## config.mk

```make
export PLATFORM = sky130hd
export DESIGN_NAME = tkms_ctrl
export DESIGN_NICKNAME = d
export VERILOG_FILES = /design/src/rtl/core/top_k_magnitude_select_defines.svh /design/src/rtl/core/tkms_pkg.sv /design/src/rtl/core/tkms_ctrl.sv
export SDC_FILE = /design/constraint.sdc
export NUM_CORES = 1
export LEC_CHECK = 0
export BUFFER_PORTS_ARGS = -buffer_cell sky130_fd_sc_hd__buf_2
export CAP_MARGIN = 10
export CORE_AREA = 2 2 39 41
export CTS_BUF_LIST = sky130_fd_sc_hd__clkbuf_4 sky130_fd_sc_hd__clkbuf_8
export DETAILED_ROUTE_END_ITERATION = 8
export DIE_AREA = 0 0 41 43
export HOLD_SLACK_MARGIN = 0.03
export PLACE_DENSITY_LB_ADDON = 0.12
export REMOVE_ABC_BUFFERS = 1
export SETUP_SLACK_MARGIN = 0.5
export SYNTH_ARGS = -nofsm -noshare
export SYNTH_HDL_FRONTEND = slang
export SYNTH_SLANG_ARGS = --single-unit
```

## constraint.sdc

```tcl
create_clock -name i_clk -period 1.93 [get_ports i_clk]
set_input_delay 0.2895 -clock i_clk [delete_from_list [all_inputs] [get_ports i_clk]]
set_output_delay 0.2895 -clock i_clk [all_outputs]
set_load 0.01 [all_outputs]
```

## src/rtl/core/top_k_magnitude_select_defines.svh

```systemverilog
// Assertion macros for the top-k magnitude select RTL.
// No dependencies; included by the modules that carry assertions.
`ifndef TOP_K_MAGNITUDE_SELECT_DEFINES_SVH
`define TOP_K_MAGNITUDE_SELECT_DEFINES_SVH

// Same-cycle implication, disabled during reset.
`define TKMS_ASSERT_NOW(lbl, clk, rst_n, ante, cons, msg) \
    lbl: assert property (@(posedge clk) disable iff (!(rst_n)) (ante) |-> (cons)) \
        else $error(msg);

// Next-cycle implication, disabled during reset.
`define TKMS_ASSERT_NEXT(lbl, clk, rst_n, ante, cons, msg) \
    lbl: assert property (@(posedge clk) disable iff (!(rst_n)) (ante) |=> (cons)) \
        else $error(msg);

`endif

```

## src/rtl/core/tkms_pkg.sv

```systemverilog
// Shared types, constants and helpers for the top-k magnitude select block.
// No dependencies; used by tkms_ctrl, tkms_datapath and the top level.
package tkms_pkg;

    localparam int LIST_DEPTH_DEF = 16;
    localparam int INDEX_BITS_DEF = 10;

    localparam int VAL_W    = 32;
    localparam int MAG_W    = 31;
    localparam int TAG_W    = 10;
    localparam int MARGIN_W = 20;
    localparam int THRESH_W = 31;
    localparam int CFG_IDX_W  = 2;
    localparam int CFG_DATA_W = 31;

    localparam logic [THRESH_W-1:0] THRESH_RESET = THRESH_W'(11);
    localparam logic [MARGIN_W-1:0] MARGIN_RESET = '0;

    localparam logic [CFG_IDX_W-1:0] REG_INSERT_MARGIN    = CFG_IDX_W'(0);
    localparam logic [CFG_IDX_W-1:0] REG_REPORT_THRESHOLD = CFG_IDX_W'(1);

    localparam logic REQ_PUSH  = 1'b0;
    localparam logic REQ_DRAIN = 1'b1;

    typedef struct packed {
        logic                    req_type;
        logic signed [VAL_W-1:0] amplitude;
        logic [TAG_W-1:0]        occ_first;
        logic [TAG_W-1:0]        occ_second;
        logic [TAG_W-1:0]        vir_first;
        logic [TAG_W-1:0]        vir_second;
    } t_in;

    typedef struct packed {
        logic signed [VAL_W-1:0] out_amplitude;
        logic [TAG_W-1:0]        out_occ_first;
        logic [TAG_W-1:0]        out_occ_second;
        logic [TAG_W-1:0]        out_vir_first;
        logic [TAG_W-1:0]        out_vir_second;
        logic                    list_empty;
        logic                    last_result;
    } t_out;

    typedef enum logic [2:0] {
        S_IDLE,
        S_CMP,
        S_INS,
        S_DRQ,
        S_DRAIN
    } t_state;

    typedef struct packed {
        logic load_in;
        logic cmp;
        logic ins;
        logic qual;
        logic shift;
        logic emit;
        logic emit_empty;
        logic clear;
    } t_cmd;

    typedef struct packed {
        logic q_any;
        logic q_head;
        logic q_rest_any;
        logic out_free;
    } t_sts;

    // Saturating magnitude: -2^31 maps to 2^31-1.
    function automatic logic [MAG_W-1:0] mag(input logic [VAL_W-1:0] v);
        logic [VAL_W-1:0] neg;
        neg = ~v + VAL_W'(1);
        if (!v[VAL_W-1]) begin
            return v[MAG_W-1:0];
        end else if (neg[VAL_W-1]) begin
            return {MAG_W{1'b1}};
        end else begin
            return neg[MAG_W-1:0];
        end
    endfunction

endpackage

```

## src/rtl/core/tkms_ctrl.sv

```systemverilog
// Sequencer for the top-k magnitude select block: push and drain flow.
// Depends on tkms_pkg; drives tkms_datapath through t_cmd, reads t_sts.
module tkms_ctrl (
    input  logic           i_clk,
    input  logic           i_rst_n,
    input  logic           i_in_valid,
    input  logic           i_req_type,
    output logic           o_in_stall,
    input  tkms_pkg::t_sts i_sts,
    output tkms_pkg::t_cmd o_cmd
);

    tkms_pkg::t_state r_state, n_state;

    always_ff @(posedge i_clk) begin
        if (!i_rst_n) begin
            r_state <= tkms_pkg::S_IDLE;
        end else begin
            r_state <= n_state;
        end
    end

    always_comb begin
        n_state    = r_state;
        o_cmd      = '0;
        o_in_stall = 1'b1;
        unique case (r_state)
            tkms_pkg::S_IDLE: begin
                o_in_stall = 1'b0;
                if (i_in_valid) begin
                    o_cmd.load_in = 1'b1;
                    n_state = (i_req_type == tkms_pkg::REQ_DRAIN) ?
                              tkms_pkg::S_DRQ : tkms_pkg::S_CMP;
                end
            end
            tkms_pkg::S_CMP: begin
                o_cmd.cmp = 1'b1;
                n_state   = tkms_pkg::S_INS;
            end
            tkms_pkg::S_INS: begin
                o_cmd.ins = 1'b1;
                n_state   = tkms_pkg::S_IDLE;
            end
            tkms_pkg::S_DRQ: begin
                o_cmd.qual = 1'b1;
                n_state    = tkms_pkg::S_DRAIN;
            end
            tkms_pkg::S_DRAIN: begin
                if (!i_sts.q_any) begin
                    // nothing passes: one empty beat, and clear the list
                    if (i_sts.out_free) begin
                        o_cmd.emit_empty = 1'b1;
                        o_cmd.clear      = 1'b1;
                        n_state          = tkms_pkg::S_IDLE;
                    end
                end else if (i_sts.q_head) begin
                    if (i_sts.out_free) begin
                        o_cmd.emit = 1'b1;
                        if (i_sts.q_rest_any) begin
                            o_cmd.shift = 1'b1;
                        end else begin
                            o_cmd.clear = 1'b1;
                            n_state     = tkms_pkg::S_IDLE;
                        end
                    end
                end else begin
                    // skip an entry below threshold
                    o_cmd.shift = 1'b1;
                end
            end
            default: begin
                n_state = tkms_pkg::S_IDLE;
            end
        endcase
    end

endmodule

```

==> impl_metrics.toml <==
[cells_and_area]
num-nets-final = 58
antenna_cells = 0
design_area_um2 = 362
fillers = 164
largest_registers = "r_state x3"
areaGrowthSynthToFinish_pct = 92.7
multi_input_area_um2 = 125
final-seq-area_um2 = 68.8
drive_above_1_share_pct = 57.1
top_register = "r_state"
largest_register_ffs = 3

[placement]
io_buffers = 16
dp_hpwl_um = 467
gp_congestion = 0.681
dpl-instance-area_um2 = 288

[critical_path]
critPathSlowestCell = "dfxtp_4"
worstReg2RegStart = "r_state[2]"
crit_buf_inv = 1
crit_required_ps = 1640
reg2reg_slack_ps = 940
slowest_delay_ps = 350
critPathTopFamily = "simple AND/OR/NAND/NOR gates"
r2r_end = "r_state[2]"
arrival_ps = 1180
worstSetupPathType = "reg2out"
reg2reg_depth = 5
cp.depth = 4
crit_chain = "nor3b_4 -> nand2_2 -> nor2b_1 -> buf_2"
cp-end-kind = "primary output"
path_max_fanout = 4
cp-start-kind = "flop"

[global_routing]
grt_pass1_vias = 256
antenna_found_initial = 0
grt_max_degree = 7
grt_overflow_total = 0
grt_usage_pct = 8.43
grt_pass1_wl_um = 938

[timing]
worst_slew_margin_rel_pct = 82.2
min_period_ps = 1470
fin_setup_tns_ps = 0
hold_violations = 0
setup_viol = 0
worst_pin_slew_ps = 264
rsz0062_at_grt = "true"
max_freq_mhz = 680
slew_viol_final = 0
layout_worst_path_cycle_share_pct = 76.2
clock_skew_ps = 1.44

[yosys]
netlist.area_leader.share_pct = 32.0
async_reset_ff_share_pct = 0
synth_warnings = 0
synthDistinctLibCells = 16
synth_edf_count = 0
syn_inst = 26
synth_most_common_cell = "nand2_1"
yosysTopAreaCell = "dfxtp_1"
synth-main-ff-cell = "dfxtp_1"
synth.avg_cell_area_um2 = 7.22
ys_seq_elements = 3
synth_area_um2 = 188
yosys-top-cells-area = "dfxtp_1, nand2_1, nor3b_1"
ys_seq_area_share_pct = 32.0
synth_commonest_cells = "nand2_1, dfxtp_1, inv_1"

[min_path]
hold_depth = 2
min_path_type = "in2reg"
hold_path_end = "r_state[2]"
hold_start = "i_sts[0]"

[clocking]
clock-sinks = 3
cts-root-buf = "clkbuf_4"
clock_path_buffers = 2
path_clk_slew_ps = 40
clk_latency_ps = 230
cts_buffers = 3
cts.htree.levels = 1
cts_hold_buffers = 0
cts_tree = "yes"

[job]
cap_viol_max_count = 0

[run_status]
status = "finished, final reports clean"

[drt]
drc = 0
drtIter0Drc = 6
post_drt_wl_per_cell_um = 9.26
vias = 268
wirelength_um = 602
drtPass1Iterations = 4
vias_per_cell = 4.12
ant_nets = 0

[floorplanning]
rows = 14
core_um2 = 1380
pin_count = 17
die_w_um = 41
dieArea_um2 = 1760
die_h_um = 43
start_util_pct = 13.6

[power_and_ir_drop]
powerDensity_nw_per_um2 = 648
ir_drop_mv = 0.134
leakagePower_nw = 0.195
logic make-up (layout without fill, tap and decap cells):
group / count (synthesis) / after routing / synth area share [%]
and+or+nand+nor: 15 / 15 / 48.0
AOI/OAI and AO/OA: 5 / 5 / 14.0
DFF: 3 / 3 / 32.0
buffers and inverters: 3 / 26 / 6.00
power breakdown:
group          leakage, nW  total (W)  switching [W]  internal [W]
sequential          0.0264  0.0000700     0.00000551     0.0000645
combinational        0.151  0.0000403      0.0000195     0.0000208
clock               0.0184   0.000124      0.0000326     0.0000915
total                0.195   0.000234      0.0000576      0.000177
stage by stage:
step	std cells	power [W]	hold slack [ps]	worst slack (ps)	utilization, %
4_1_cts	65	0.000241	265	452	25.9
6_report	65	0.000234	276	460	26.1
5_1_grt	65	0.000256	277	384	26.1
2_1_floorplan	26	0.0000879	390	758	-
3_5_place_dp	58	0.000108	510	616	20.8
3_3_place_gp	58	0.000108	506	639	20.8
metal layers:
metal	track usage (%)	routed length, um
met5	0	0
met4	10.0	0
met3	3.14	45
met2	12.2	306
met1	7.69	250
placed cells by master, fill, tap and decap left out:
cell type,n
nor2b_1,1
nor2_1,2
inv_1,3
and3_1,1
dfxtp_4,2
and2_1,1
clkbuf_4,4
nor3b_4,1
nor3_1,1
dfxtp_2,1
nand2_1,3
a21oi_1,2
o21ai_0,1
buf_6,1
buf_2,16
nor3b_1,2
nand2_2,1
nand3b_1,1
nor4b_1,1
buf_4,2
o21ai_1,1
a31oi_1,1
layout make-up:
cell class	instances	share of cell area, %
clock buffer	4	8.30
inverter	3	3.11
multi-input combinational	20	34.6
sequential	3	19.0
tap	16	5.54
timing repair buffer	19	29.4
worst max-delay path by stage:
stage          startpoint       end
2_1_floorplan  r_state[2]  o_cmd[0]
3_3_place_gp   r_state[2]  o_cmd[0]
3_5_place_dp   r_state[2]  o_cmd[0]
4_1_cts        r_state[1]  o_cmd[0]
5_1_grt        r_state[1]  o_cmd[3]
6_report       r_state[1]  o_cmd[0]
what timing repair did:
item / CTS / global route
buffers inserted: 3 / 0
setup endpoints to repair: 5 / 7
gates resized for setup: 7 / 1
pin swaps: 5 / 1
gates cloned: 0 / 0
Note: power is estimated with default switching activity, not from simulation.
